## src/nsd_pkg.sv

```systemverilog
// shared types and constants for the normalizing signed divider
package nsd_pkg;

   localparam int unsigned FRAC_SHIFT_W = 6;

   typedef enum logic [1:0] {
      ST_IDLE,
      ST_DIVIDE,
      ST_NORM,
      ST_FINISH
   } state_type;

endpackage

```

## src/normalizing_signed_divider_core.sv

```systemverilog
// Signed divider with a normalized quotient mantissa and fraction shift.
// One shared subtract-and-compare unit produces one quotient bit per cycle:
// restoring division on the operand magnitudes for DATA_WIDTH bits, then, when
// a remainder is left, one fraction bit at a time until the quotient magnitude
// reaches 2^(DATA_WIDTH-2) (at most 2*DATA_WIDTH-3 fraction bits). Before this
// the operands are taken; after it the normalization limit is seen reached, when
// a remainder was left, and the sign is fixed. A zero numerator or denominator
// goes from taking the operands straight to the sign fix, which waits while an
// earlier result has not been taken. req_tready is high only while the unit
// is free. The result sits in an output register, so the next transfer can be
// taken while a result waits. frac_shift keeps its low 6 bits.
module normalizing_signed_divider_core #(
   parameter int unsigned DATA_WIDTH = 32
) (
   input  logic                       clock,
   input  logic                       reset,
   input  logic                       req_tvalid,
   output logic                       req_tready,
   // numerator, denominator, zero padding
   input  logic [((2*DATA_WIDTH+7)/8)*8-1:0] req_tdata,
   output logic                       rsp_tvalid,
   input  logic                       rsp_tready,
   // quotient, frac_shift, zero padding
   output logic [((DATA_WIDTH+nsd_pkg::FRAC_SHIFT_W+7)/8)*8-1:0] rsp_tdata,
   // div_by_zero
   output logic                       rsp_tuser
);

   localparam int unsigned W      = DATA_WIDTH;
   localparam int unsigned FW     = nsd_pkg::FRAC_SHIFT_W;
   localparam int unsigned RSP_W  = ((DATA_WIDTH + FW + 7) / 8) * 8;
   localparam int unsigned CNT_W  = $clog2(DATA_WIDTH);

   localparam logic [W-1:0] MAX_POS  = {1'b0, {(W-1){1'b1}}};
   localparam logic [W-1:0] SIGN_BIT = {1'b1, {(W-1){1'b0}}};

   nsd_pkg::state_type state_ff, state_in;

   logic [W-1:0]     a_ff, a_in;
   logic [W-1:0]     b_ff, b_in;
   logic [W-1:0]     r_ff, r_in;
   logic [W-1:0]     q_ff, q_in;
   logic [FW-1:0]    n_ff, n_in;
   logic [CNT_W-1:0] cnt_ff, cnt_in;
   logic             neg_ff, neg_in;
   logic             dz_ff, dz_in;

   logic [W-1:0]     rsp_q_ff, rsp_q_in;
   logic [FW-1:0]    rsp_n_ff, rsp_n_in;
   logic             rsp_dz_ff, rsp_dz_in;
   logic             rsp_valid_ff, rsp_valid_in;

   logic [W-1:0] num, den, num_mag, den_mag;
   logic         accept, out_free;

   // shared subtract-and-compare unit
   logic         step_bit;
   logic [W-1:0] r_sh, r_step, q_step;
   logic [W:0]   diff;
   logic         ge;

   assign num     = req_tdata[W-1:0];
   assign den     = req_tdata[2*W-1:W];
   assign num_mag = num[W-1] ? (~num + 1'b1) : num;
   assign den_mag = den[W-1] ? (~den + 1'b1) : den;

   assign req_tready = (state_ff == nsd_pkg::ST_IDLE);
   assign accept     = req_tvalid && req_tready;
   assign out_free   = !rsp_valid_ff || rsp_tready;

   assign step_bit = (state_ff == nsd_pkg::ST_DIVIDE) ? a_ff[W-1] : 1'b0;
   // remainder stays below the divisor, so its top bit is always clear
   assign r_sh     = {r_ff[W-2:0], step_bit};
   assign diff     = {1'b0, r_sh} - {1'b0, b_ff};
   assign ge       = !diff[W];
   assign r_step   = ge ? diff[W-1:0] : r_sh;
   assign q_step   = {q_ff[W-2:0], ge};

   // next state
   always_comb begin
      state_in = state_ff;
      unique case (state_ff)
         nsd_pkg::ST_IDLE: begin
            if (accept) begin
               if (den_mag == '0 || num_mag == '0) begin
                  state_in = nsd_pkg::ST_FINISH;
               end else begin
                  state_in = nsd_pkg::ST_DIVIDE;
               end
            end
         end
         nsd_pkg::ST_DIVIDE: begin
            if (cnt_ff == '0) begin
               state_in = (r_step == '0) ? nsd_pkg::ST_FINISH : nsd_pkg::ST_NORM;
            end
         end
         nsd_pkg::ST_NORM: begin
            if (q_ff[W-1:W-2] != 2'b00) begin
               state_in = nsd_pkg::ST_FINISH;
            end
         end
         nsd_pkg::ST_FINISH: begin
            if (out_free) begin
               state_in = nsd_pkg::ST_IDLE;
            end
         end
         default: state_in = nsd_pkg::ST_IDLE;
      endcase
   end

   // datapath and result register
   always_comb begin
      a_in         = a_ff;
      b_in         = b_ff;
      r_in         = r_ff;
      q_in         = q_ff;
      n_in         = n_ff;
      cnt_in       = cnt_ff;
      neg_in       = neg_ff;
      dz_in        = dz_ff;
      rsp_q_in     = rsp_q_ff;
      rsp_n_in     = rsp_n_ff;
      rsp_dz_in    = rsp_dz_ff;
      rsp_valid_in = rsp_valid_ff && !rsp_tready;
      unique case (state_ff)
         nsd_pkg::ST_IDLE: begin
            if (accept) begin
               a_in   = num_mag;
               b_in   = den_mag;
               r_in   = '0;
               n_in   = '0;
               cnt_in = CNT_W'(W - 1);
               dz_in  = (den_mag == '0);
               if (den_mag == '0) begin
                  // saturate by numerator sign; negating the sign bit keeps it
                  q_in   = num[W-1] ? SIGN_BIT : MAX_POS;
                  neg_in = num[W-1];
               end else if (num_mag == '0) begin
                  q_in   = '0;
                  neg_in = 1'b0;
               end else begin
                  q_in   = '0;
                  neg_in = num[W-1] ^ den[W-1];
               end
            end
         end
         nsd_pkg::ST_DIVIDE: begin
            a_in   = {a_ff[W-2:0], 1'b0};
            r_in   = r_step;
            q_in   = q_step;
            cnt_in = cnt_ff - 1'b1;
         end
         nsd_pkg::ST_NORM: begin
            if (q_ff[W-1:W-2] == 2'b00) begin
               r_in = r_step;
               q_in = q_step;
               n_in = n_ff + 1'b1;
            end
         end
         nsd_pkg::ST_FINISH: begin
            if (out_free) begin
               rsp_valid_in = 1'b1;
               rsp_n_in     = n_ff;
               rsp_dz_in    = dz_ff;
               if (neg_ff) begin
                  rsp_q_in = ~q_ff + 1'b1;
               end else if (q_ff > MAX_POS) begin
                  rsp_q_in = MAX_POS;
               end else begin
                  rsp_q_in = q_ff;
               end
            end
         end
         default: ;
      endcase
   end

   always_ff @(posedge clock) begin
      if (reset) begin
         state_ff     <= nsd_pkg::ST_IDLE;
         rsp_valid_ff <= 1'b0;
      end else begin
         state_ff     <= state_in;
         rsp_valid_ff <= rsp_valid_in;
      end
   end

   always_ff @(posedge clock) begin
      a_ff      <= a_in;
      b_ff      <= b_in;
      r_ff      <= r_in;
      q_ff      <= q_in;
      n_ff      <= n_in;
      cnt_ff    <= cnt_in;
      neg_ff    <= neg_in;
      dz_ff     <= dz_in;
      rsp_q_ff  <= rsp_q_in;
      rsp_n_ff  <= rsp_n_in;
      rsp_dz_ff <= rsp_dz_in;
   end

   assign rsp_tvalid = rsp_valid_ff;
   assign rsp_tdata  = RSP_W'({rsp_n_ff, rsp_q_ff});
   assign rsp_tuser  = rsp_dz_ff;

endmodule
```

## config.mk

```make
export PLATFORM = sky130hd
export DESIGN_NAME = normalizing_signed_divider_core
export DESIGN_NICKNAME = d
export VERILOG_FILES = /design/src/nsd_pkg.sv /design/src/normalizing_signed_divider_core.sv
export SDC_FILE = /design/constraint.sdc
export NUM_CORES = 1
export LEC_CHECK = 0
export BUFFER_PORTS_ARGS = -buffer_cell sky130_fd_sc_hd__buf_2
export CORE_ASPECT_RATIO = 0.75
export CORE_MARGIN = 4
export CORE_UTILIZATION = 42
export DETAILED_ROUTE_END_ITERATION = 7
export PLACE_DENSITY = 0.67
export SKIP_CTS_REPAIR_TIMING = 1
export SLEW_MARGIN = 20
export SYNTH_ARGS = -nofsm -noshare
export SYNTH_HDL_FRONTEND = slang
export SYNTH_SLANG_ARGS = --single-unit
```

## constraint.sdc

```tcl
create_clock -name clock -period 12.6 [get_ports clock]
set_input_delay 1.89 -clock clock [delete_from_list [all_inputs] [get_ports clock]]
set_output_delay 1.89 -clock clock [all_outputs]
set_load 0.005 [all_outputs]
```

==> results_dict.tcl <==
set metrics [dict create \
    status "finished clean" \
    clk_path_buf_depth 2 \
    min_period_over_period_pct 43.5 \
    holdPathEnd "rsp_tuser" \
    cp.arrival_ns 5.78 \
    drc_errors 0 \
    hp-class "reg2reg" \
    ys.flop_type "edfxtp_1" \
    start_util_pct 43.2 \
    rsz0062_at_grt "false" \
    crit_type "in2reg" \
    dp_hpwl_um 22000 \
    ir_drop_uv 130 \
    vias_per_cell 5.78 \
    numCtsBuffers 17 \
    async_flop_share_pct 0 \
    powerDensity_nw_per_um2 224 \
    ys_warn_count 0 \
    rr_endpoint "state_ff[0]" \
    final_cell_mix "edfxtp_1 (179), buf_2 (108), nand2_1 (91)" \
    skew_ns 0.0120 \
    cp-end-kind "flop" \
    grt_max_degree 66 \
    core_um2 28400 \
    wirelength_um 29900 \
    cts_sinks 182 \
    synth_top_area_share_pct 43.7 \
    die_area_um2 32100 \
    utilization_pct 48.2 \
    hold_viol_final 0 \
    gr-total-overflow 0 \
    synth_cell_types 81 \
    diodes 0 \
    tightest_slew_ns 1.12 \
    portBuffers 108 \
    synth_area_leaders "edfxtp_1 (44%), ha_1 (4.4%), xnor2_1 (3.8%)" \
    synth_edf_count 179 \
    slew_headroom_pct 25.0 \
    hold_depth 0 \
    min_period_ns 5.48 \
    r2r_start "state_ff[1]" \
    grt.total_usage_pct 18.6 \
    ant_nets 0 \
    ys_ff_latch 182 \
    die_h_um 156 \
    htree_levels 4 \
    slew_viol_final 0 \
    syn-cell-area_um2 12300 \
    cp.required_ns 12.90 \
    seq_area_frac_synth_pct 44.2 \
    maxCapViolCount 0 \
    synth_top_cell_by_area "edfxtp_1" \
    fmax_mhz 182 \
    first_pass_iters 5 \
    root_buffer "clkbuf_16" \
    grt_pass1_wl_um 48300 \
    setup_violations 0 \
    start_kind "input port" \
    clk-insertion-delay-late_ns 0.43 \
    final_common_cell "edfxtp_1" \
    grt_antenna_before_repair 0 \
    vias 9920 \
    fin_tns_setup_ns 0 \
    pin_count 111 \
    worstPathMaxFanout 17 \
    hp-start "dz_ff" \
    clk_pin_slew_worst_paths_ns 0.07 \
    grt_pass1_vias 8975 \
    r2r_cells 15 \
    die-width_um 206 \
    rrSetupSlack_ns 7.79 \
    cts_tree "yes" \
    final_nets 1430 \
    rows 53 \
    drtIter0Drc 940 \
    gp_congestion 0.938 \
    area_delta_synth_final_pct 11.6 \
    drive_gt1_share_pct 14.7 \
    drt-wirelength-per-cell_um 17.4 \
    syn_avg_cell_area_um2 9.79 \
    leakage_nw 5.26 \
    syn_inst 1256 \
]
[final cells by class]
type,count,area [um2]
clock inverters,14,164
well taps,385,482
fillers,2691,14700
clock buffers,18,439
multi-input cells,939,6350
flip-flops and latches,182,5440
inverters,63,236
repair buffers,115,613
[power by group]
| part | total, W | switching, W | internal, W | leakage (nW) |
|---|---|---|---|---|
| combinational | 0.00139 | 0.000857 | 0.000532 | 3.21 |
| clock | 0.000550 | 0.000247 | 0.000304 | 0.292 |
| sequential | 0.00114 | 0.000178 | 0.000961 | 1.76 |
[metal layers]
layer	vias to the layer above	track usage, %	part of all wire (%)
li1	4842	-	-
met1	4701	29.3	49
met2	358	26.0	42
met3	19	4.32	8.2
met4	0	3.44	0.68
met5	-	0	0
[cells by family (layout without fill, tap and decap cells)]
logic type                 after synthesis  count (layout)  share of synthesized area (%)
adders and majority gates               44              44                           4.54
buffers and inverters                  136             210                           4.41
muxes                                   48              48                           4.14
AOI/OAI and AO/OA                      337             337                           17.7
DFF                                    182             182                           44.2
other                                    1               2                         0.0305
xor gates and xnor gates                91              91                           6.48
and+or+nand+nor                        417             417                           18.5
[stage by stage]
step | hold slack (ns) | setup slack [ns] | instance area, um2 | instances | total power, W
6_report | 0.428 | 7.12 | 13700 | 1716 | 0.00308
4_1_cts | 0.429 | 7.01 | 13700 | 1714 | 0.00307
3_3_place_gp | 0.407 | 6.65 | 13100 | 1682 | 0.00249
5_1_grt | 0.428 | 6.81 | 13700 | 1716 | 0.00330
2_1_floorplan | 0.400 | 7.41 | 12300 | 1257 | 0.00214
3_5_place_dp | 0.412 | 6.56 | 13100 | 1682 | 0.00251
[synthesized netlist by cell type, types with 18 or more instances]
cell / number
xnor2_1: 54
or3_1: 23
nand3_1: 20
ha_1: 43
nand4_1: 18
nor3_1: 44
a21o_1: 36
nor2b_1: 43
nand2_1: 91
mux2_2: 19
edfxtp_1: 179
a21oi_1: 75
clkbuf_1: 55
mux2i_1: 28
nor2_1: 64
xor2_1: 37
inv_1: 62
o21ai_0: 89
[how the worst max path moves through the flow]
| stage | from | end | cells after the start |
|---|---|---|---|
| floorplan | req_tvalid | q_ff[0] | 3 |
| global placement | req_tdata[33] | q_ff[13] | 13 |
| detailed placement | req_tdata[32] | q_ff[28] | 13 |
| CTS | req_tdata[32] | q_ff[5] | 13 |
| global route | req_tdata[32] | q_ff[13] | 14 |
| finish | req_tdata[32] | q_ff[6] | 14 |
[registers in the layout, indices dropped and copies added (netlist names), 5 cells and up]
name and cells:
rsp_q_ff 32, a_ff 32, n_ff 6, r_ff 31, b_ff 32, cnt_ff 5
q_ff 32, rsp_n_ff 6
[worst max-delay path, stage by stage]
cell	delay (ns)
buf_2	0.13
inv_1	0.07
ha_1	0.22
or4b_1	0.61
nor4_2	0.52
nand3b_1	0.20
mux2_2	0.26
a32oi_1	0.09
nor4_1	0.34
and4_1	0.30
nand3_2	0.19
nor3_4	0.58
buf_8	0.25
a21o_1	0.11
Note: power is estimated with default switching activity, not from simulation.
